[src/sv/pq4_lut_squared_l2_accumulator_defines.svh]
// assertion macros for the pq4 squared-l2 accumulator
// used by the top level; expects clk and arst_n in scope
`ifndef PQ4_LUT_SQUARED_L2_ACCUMULATOR_DEFINES_SVH
`define PQ4_LUT_SQUARED_L2_ACCUMULATOR_DEFINES_SVH

// same-cycle implication
`define PQ4_ASSERT_IMPL(label, ante, cons) \
	label: assert property (@(posedge clk) disable iff (!arst_n) (ante) |-> (cons)) \
		else $error("pq4 assertion failed");

// next-cycle implication
`define PQ4_ASSERT_NEXT(label, ante, cons) \
	label: assert property (@(posedge clk) disable iff (!arst_n) (ante) |=> (cons)) \
		else $error("pq4 assertion failed");

`endif

[src/sv/pq4_pkg.sv]
// types and constants shared by the pq4 squared-l2 accumulator
// no dependencies
package pq4_pkg;

	localparam int unsigned CODE_W  = 4;
	localparam int unsigned VALUE_W = 8;
	localparam int unsigned SQ_W    = 2 * VALUE_W;
	localparam int unsigned SUM_W   = 32;
	localparam int unsigned ENTRIES = 16;
	localparam int unsigned CFG_IDX_W  = 2;
	localparam int unsigned CFG_DATA_W = 64;

	localparam logic [7:0] NIBBLE_LO_MASK = 8'h0f;
	localparam logic [7:0] NIBBLE_HI_MASK = 8'hf0;
	localparam logic [SUM_W-1:0] SUM_MAX = '1;

	localparam logic [CFG_IDX_W-1:0] REG_TABLE_LOW  = 2'd0;
	localparam logic [CFG_IDX_W-1:0] REG_TABLE_HIGH = 2'd1;

	typedef logic [ENTRIES-1:0][VALUE_W-1:0] lut_t;
	typedef logic [CODE_W-1:0]  code_t;
	typedef logic [VALUE_W-1:0] value_t;
	typedef logic [SQ_W-1:0]    sq_t;
	typedef logic [SUM_W-1:0]   sum_t;

	typedef struct packed {
		logic valid;
		logic last;
	} s1_ctrl_t;

endpackage

[src/sv/pq4_lut_squared_l2_accumulator.sv]
// Squared-L2 distance over 4-bit product-quantization codes. One code byte
// (two elements) is taken per cycle unless input is stalled; an item passes
// the lane stage, where two lanes look up the table and square the gaps,
// then the merging stage that adds into the saturating 32-bit running sum
// and registers the result. Throughput is one item per cycle when not stalled,
// as the merging stage accumulates each item it takes; an unread result stalls
// input only when a further vector end reaches that stage.
// top level; depends on pq4_pkg, pq4_lane, pq4_accum and the defines header
`include "pq4_lut_squared_l2_accumulator_defines.svh"

module pq4_lut_squared_l2_accumulator (
	input  logic                                clk,
	input  logic                                arst_n,
	input  logic                                cfg_we,
	input  logic [pq4_pkg::CFG_IDX_W-1:0]       cfg_index,
	input  logic [pq4_pkg::CFG_DATA_W-1:0]      cfg_data,
	input  logic                                in_valid,
	output logic                                in_ready,
	input  logic [7:0]                          code_pair,
	input  logic [7:0]                          query_even,
	input  logic [7:0]                          query_odd,
	input  logic                                vector_end,
	output logic                                out_valid,
	input  logic                                out_ready,
	output logic [31:0]                         squared_distance
);

	logic [pq4_pkg::CFG_DATA_W-1:0] table_low_q;
	logic [pq4_pkg::CFG_DATA_W-1:0] table_high_q;
	pq4_pkg::lut_t     lut;
	pq4_pkg::s1_ctrl_t ctrl_s1;
	pq4_pkg::sq_t      sq_even_s1;
	pq4_pkg::sq_t      sq_odd_s1;
	pq4_pkg::code_t    code_even;
	pq4_pkg::code_t    code_odd;
	logic              take;
	logic              load;
	logic [7:0]        hi_bits;

	always_ff @(posedge clk or negedge arst_n) begin
		if (!arst_n) begin
			table_low_q  <= '0;
			table_high_q <= '0;
		end else if (cfg_we) begin
			case (cfg_index)
				pq4_pkg::REG_TABLE_LOW:  table_low_q  <= cfg_data;
				pq4_pkg::REG_TABLE_HIGH: table_high_q <= cfg_data;
				default: ;
			endcase
		end
	end

	always_comb begin
		lut = {table_high_q, table_low_q};
		hi_bits = code_pair & pq4_pkg::NIBBLE_HI_MASK;
		code_even = pq4_pkg::code_t'(code_pair & pq4_pkg::NIBBLE_LO_MASK);
		code_odd  = hi_bits[7:4];
		in_ready = !ctrl_s1.valid || take;
		load = in_valid && in_ready;
	end

	always_ff @(posedge clk or negedge arst_n) begin
		if (!arst_n) begin
			ctrl_s1 <= '0;
		end else begin
			ctrl_s1.valid <= load || (ctrl_s1.valid && !take);
			if (load) begin
				ctrl_s1.last <= vector_end;
			end
		end
	end

	pq4_lane u_lane_even (
		.clk       (clk),
		.load      (load),
		.code      (code_even),
		.query     (query_even),
		.lut       (lut),
		.square_s1 (sq_even_s1)
	);

	pq4_lane u_lane_odd (
		.clk       (clk),
		.load      (load),
		.code      (code_odd),
		.query     (query_odd),
		.lut       (lut),
		.square_s1 (sq_odd_s1)
	);

	pq4_accum u_accum (
		.clk              (clk),
		.arst_n           (arst_n),
		.ctrl_s1          (ctrl_s1),
		.sq_even_s1       (sq_even_s1),
		.sq_odd_s1        (sq_odd_s1),
		.out_ready        (out_ready),
		.take             (take),
		.out_valid        (out_valid),
		.squared_distance (squared_distance)
	);

	// a vector end waiting behind an unread result holds off input
	`PQ4_ASSERT_IMPL(a_stall_blocks_input, ctrl_s1.valid && ctrl_s1.last && out_valid && !out_ready, !in_ready)
	// a transferred vector end reaches the lane stage as last
	`PQ4_ASSERT_NEXT(a_end_enters_s1, load && vector_end, ctrl_s1.valid && ctrl_s1.last)
	// merging a vector end raises the result
	`PQ4_ASSERT_NEXT(a_end_gives_result, take && ctrl_s1.last, out_valid)
	// a new result only follows a merged vector end
	`PQ4_ASSERT_IMPL(a_result_has_cause, $rose(out_valid), $past(take && ctrl_s1.last))

endmodule

[src/sv/pq4_lane.sv]
// one element lane: table lookup, absolute difference and square
// depends on pq4_pkg
module pq4_lane (
	input  logic           clk,
	input  logic           load,
	input  pq4_pkg::code_t  code,
	input  pq4_pkg::value_t query,
	input  pq4_pkg::lut_t   lut,
	output pq4_pkg::sq_t    square_s1
);

	pq4_pkg::value_t entry;
	pq4_pkg::value_t gap;

	always_comb begin
		entry = lut[code];
		gap   = (query >= entry) ? (query - entry) : (entry - query);
	end

	always_ff @(posedge clk) begin
		if (load) begin
			square_s1 <= {{pq4_pkg::VALUE_W{1'b0}}, gap} * {{pq4_pkg::VALUE_W{1'b0}}, gap};
		end
	end

endmodule

[src/sv/pq4_accum.sv]
// merging stage: adds both lane squares into the running sum with saturation
// and holds the result register; depends on pq4_pkg
module pq4_accum (
	input  logic              clk,
	input  logic              arst_n,
	input  pq4_pkg::s1_ctrl_t ctrl_s1,
	input  pq4_pkg::sq_t      sq_even_s1,
	input  pq4_pkg::sq_t      sq_odd_s1,
	input  logic              out_ready,
	output logic              take,
	output logic              out_valid,
	output pq4_pkg::sum_t     squared_distance
);

	localparam int unsigned TOT_W = pq4_pkg::SUM_W + 2;

	pq4_pkg::sum_t     running_q;
	logic [TOT_W-1:0]  total;
	pq4_pkg::sum_t     sat_sum;
	logic              out_free;

	always_comb begin
		total = TOT_W'(running_q) + TOT_W'(sq_even_s1) + TOT_W'(sq_odd_s1);
		sat_sum = (|total[TOT_W-1:pq4_pkg::SUM_W]) ? pq4_pkg::SUM_MAX
			: total[pq4_pkg::SUM_W-1:0];
		out_free = !out_valid || out_ready;
		take = ctrl_s1.valid && (!ctrl_s1.last || out_free);
	end

	always_ff @(posedge clk or negedge arst_n) begin
		if (!arst_n) begin
			running_q <= '0;
			out_valid <= 1'b0;
		end else begin
			if (out_valid && out_ready) begin
				out_valid <= 1'b0;
			end
			if (take) begin
				if (ctrl_s1.last) begin
					running_q <= '0;
					out_valid <= 1'b1;
				end else begin
					running_q <= sat_sum;
				end
			end
		end
	end

	always_ff @(posedge clk) begin
		if (take && ctrl_s1.last) begin
			squared_distance <= sat_sum;
		end
	end

endmodule

[config.mk]
export PLATFORM = sky130hd
export DESIGN_NAME = pq4_lut_squared_l2_accumulator
export DESIGN_NICKNAME = d
export VERILOG_FILES = /design/src/sv/pq4_pkg.sv /design/src/sv/pq4_lut_squared_l2_accumulator.sv /design/src/sv/pq4_lane.sv /design/src/sv/pq4_accum.sv
export VERILOG_INCLUDE_DIRS = /design/src /design/src/sv
export SDC_FILE = /design/constraint.sdc
export NUM_CORES = 1
export LEC_CHECK = 0
export ABC_AREA = 1
export ABC_CLOCK_PERIOD_IN_PS = 6400
export BUFFER_PORTS_ARGS = -buffer_cell sky130_fd_sc_hd__buf_4
export CORE_ASPECT_RATIO = 0.5
export CORE_UTILIZATION = 38
export DETAILED_ROUTE_END_ITERATION = 16
export SYNTH_ARGS = -nofsm -noshare
export SYNTH_HDL_FRONTEND = slang
export SYNTH_SLANG_ARGS = --single-unit
[constraint.sdc]
create_clock -name clk -period 6.4 [get_ports clk]
set_input_delay 0.64 -clock clk [delete_from_list [all_inputs] [get_ports clk]]
set_output_delay 0.64 -clock clk [all_outputs]
set_load 0.005 [all_outputs]
==> impl_metrics.env <==
export IMPL_grt_max_degree=75
export IMPL_synthFlopType="dfrtp_1"
export IMPL_syn_inst=2443
export IMPL_clockBufferDepth=3
export IMPL_grt_pass1_vias=15695
export IMPL_hold_end="ctrl_s1[1]"
export IMPL_slew_violations=0
export IMPL_synth_avg_cell_area_um2=7.36
export IMPL_holdPathStages=3
export IMPL_htreeDepth=1
export IMPL_cp_slowest_cell="fa_2"
export IMPL_hold_path_class="in2reg"
export IMPL_ys_seq_area_frac=0.331
export IMPL_period_share=0.976
export IMPL_antenna_found_initial=0
export IMPL_slew_headroom=0.371
export IMPL_fp_dieArea_um2=48200
export IMPL_final_core_util=0.503
export IMPL_fillers=4563
export IMPL_clock_root_buffer="clkbuf_16"
export IMPL_worstSetupPathType="in2reg"
export IMPL_max_freq_mhz=160
export IMPL_drive_gt1_frac=0.240
export IMPL_dieHeight_um=156
export IMPL_tightest_slew_ns=0.940
export IMPL_hpwl_mm=41.5
export IMPL_setup_viol=0
export IMPL_required_ns=6.71
export IMPL_status="finished clean"
export IMPL_top_level_ports=130
export IMPL_rsz0062_at_grt="yes"
export IMPL_crit_top_cell="fa_1"
export IMPL_gp_congestion=0.922
export IMPL_gr_total_overflow=0
export IMPL_syn_area_um2=18000
export IMPL_portBuffers=129
export IMPL_crit_path_start_kind="input pin"
export IMPL_diodes=0
export IMPL_synth_distinct_cells=42
export IMPL_final_antenna_net_count=0
export IMPL_slowest_delay_ns=0.57
export IMPL_hold_viol=0
export IMPL_cts_tree="done"
export IMPL_areaGrowthSynthToFinish_pct=28.5
export IMPL_hp_start="in_valid"
export IMPL_crit_arrival_ns=6.55
export IMPL_async_reset_ff_frac=0.724
export IMPL_row_count=55
export IMPL_finalCriticalPeriod_ns=6.25
export IMPL_yosys_warnings=0
export IMPL_die_w_um=310
export IMPL_core_area_um2=45900
export IMPL_routed_via_density=4.89
export IMPL_grt_pass1_wl_mm=82.9
export IMPL_synth_seq_cells=225
export IMPL_grtUsageTotal=0.216
export IMPL_fin_nets=3031
export IMPL_end_kind="flip-flop"
export IMPL_drt_iter0_drc=1012
export IMPL_clkLatencyLatePin_ns=0.57
export IMPL_first_pass_iters=7
export IMPL_drc=0
export IMPL_start_util=0.392
export IMPL_rrSetupSlack_ns=0.17
export IMPL_cts_clk_slew_worst_paths_ns=0.06
export IMPL_r2r_end="u_lane_odd.square_s1[14]"
export IMPL_r2r_start="table_low_q[13]"
export IMPL_drv_cap=0
export IMPL_wl_mm=53.0
export IMPL_reg2regPathDepth=33
export IMPL_cp_max_fo=14
export IMPL_clock_sinks=225
export IMPL_skew_ns=0.0259
export IMPL_wl_per_cell_um=15.6
export IMPL_synth_nets=2715
export IMPL_cts_buffers=25
export IMPL_num_vias=16648
export IMPL_synth_edf_count=62
==> cells by family after synthesis <==
logic type      share of synthesized area
simple gates                        0.213
buf+inv                             0.111
compound gates                      0.158
flops                               0.331
fa+ha+maj                           0.144
xor+xnor                           0.0433
mux                              0.000557
==> cells in the mapped netlist (all sizes together), types with 7 or more instances <==
library cell	instances	area share
buf	12	0.0035
or2	7	0.0024
o21ai	281	0.079
inv	438	0.091
nor2	158	0.039
edfxtp	62	0.10
o211ai	40	0.017
ha	124	0.086
xnor2	19	0.0093
nand4	15	0.0052
nor3	8	0.0022
dfrtp	163	0.23
o221ai	19	0.0093
clkbuf	76	0.016
fa	52	0.058
a21oi	157	0.044
xor2	69	0.034
nand2	588	0.12
nand3	126	0.037
==> stage by stage <==
stage / std cells / worst slack [ns] / setup TNS (ns) / area (µm²) / hold slack, ns
global route: 3404 / -0.188 / -0.530 / 23100 / 0.295
global placement: 3331 / -0.486 / -3.78 / 21400 / 0.468
CTS: 3377 / 0.000567 / 0 / 22300 / 0.256
detailed placement: 3331 / -0.690 / -5.16 / 21400 / 0.475
floorplan: 2443 / -0.196 / -0.573 / 18400 / 0.344
finish: 3404 / 0.151 / 0 / 23100 / 0.283
==> area by class of cell <==
cell class                      count  area (µm²)  area share
Sequential cell                   225        5940       0.257
Tap cell                          627         785      0.0340
Clock buffer                       29         651      0.0282
Clock inverter                     16         190     0.00824
Inverter                          438        1650      0.0715
Timing Repair Buffer              377        3070       0.133
Multi-Input combinational cell   1692       10800       0.468
==> sequential cells by signal, summed over array words and instances (netlist names) <==
register / flops
ctrl_s1: 2
u_lane_odd.square_s1: 15
u_accum.running_q: 32
table_low_q: 64
table_high_q: 64
u_accum.out_valid: 1
u_accum.squared_distance: 32
u_lane_even.square_s1: 15
==> per-layer routing <==
metal,wire length (µm),track usage,vias up
li1,-,-,8475
met1,24300,0.291,7694
met2,24800,0.363,391
met3,2400,0.0291,88
met4,1500,0.0608,0
met5,0,0,-
==> placed cells by master, fill, tap and decap left out, types with 44 or more instances in the layout <==
cell and count:
inv_2 47, o21ai_1 44, buf_4 352, ha_1 102, nand3_1 114, nand2_1 544
edfxtp_1 62, fa_1 46, inv_1 389, xor2_1 67, nor2_1 110, a21oi_1 127
o21ai_0 224, dfrtp_1 163
==> critical path, delay by kind of cell <==
kind | cells | cell delay (ns)
compound gates | 10 | 1.42
xor+xnor | 2 | 0.21
fa+ha+maj | 6 | 2.64
buf+inv | 5 | 0.58
simple gates | 8 | 1.03
==> worst max-delay path by stage <==
stage / from / to
after floorplan: code_pair[0] / u_lane_even.square_s1[15]
after global placement: code_pair[4] / u_lane_odd.square_s1[14]
after detailed placement: code_pair[0] / u_lane_even.square_s1[14]
after CTS: table_high_q[46] / u_lane_even.square_s1[14]
after global routing: table_low_q[12] / u_lane_even.square_s1[14]
final: code_pair[4] / u_lane_odd.square_s1[14]
==> timing repair <==
item / 4_1_cts / 5_1_grt
endpoints found under the setup margin: 3 / 10
hold buffers: 1 / 0
resized for setup: 6 / 174
setup buffers: 0 / 25
hold endpoints to repair: 10 / 0
cloned: 0 / 4
pin swaps: 6 / 108
Power is not shown: default switching activity piles up to over one toggle a cycle in this logic, so the estimate is an artifact.
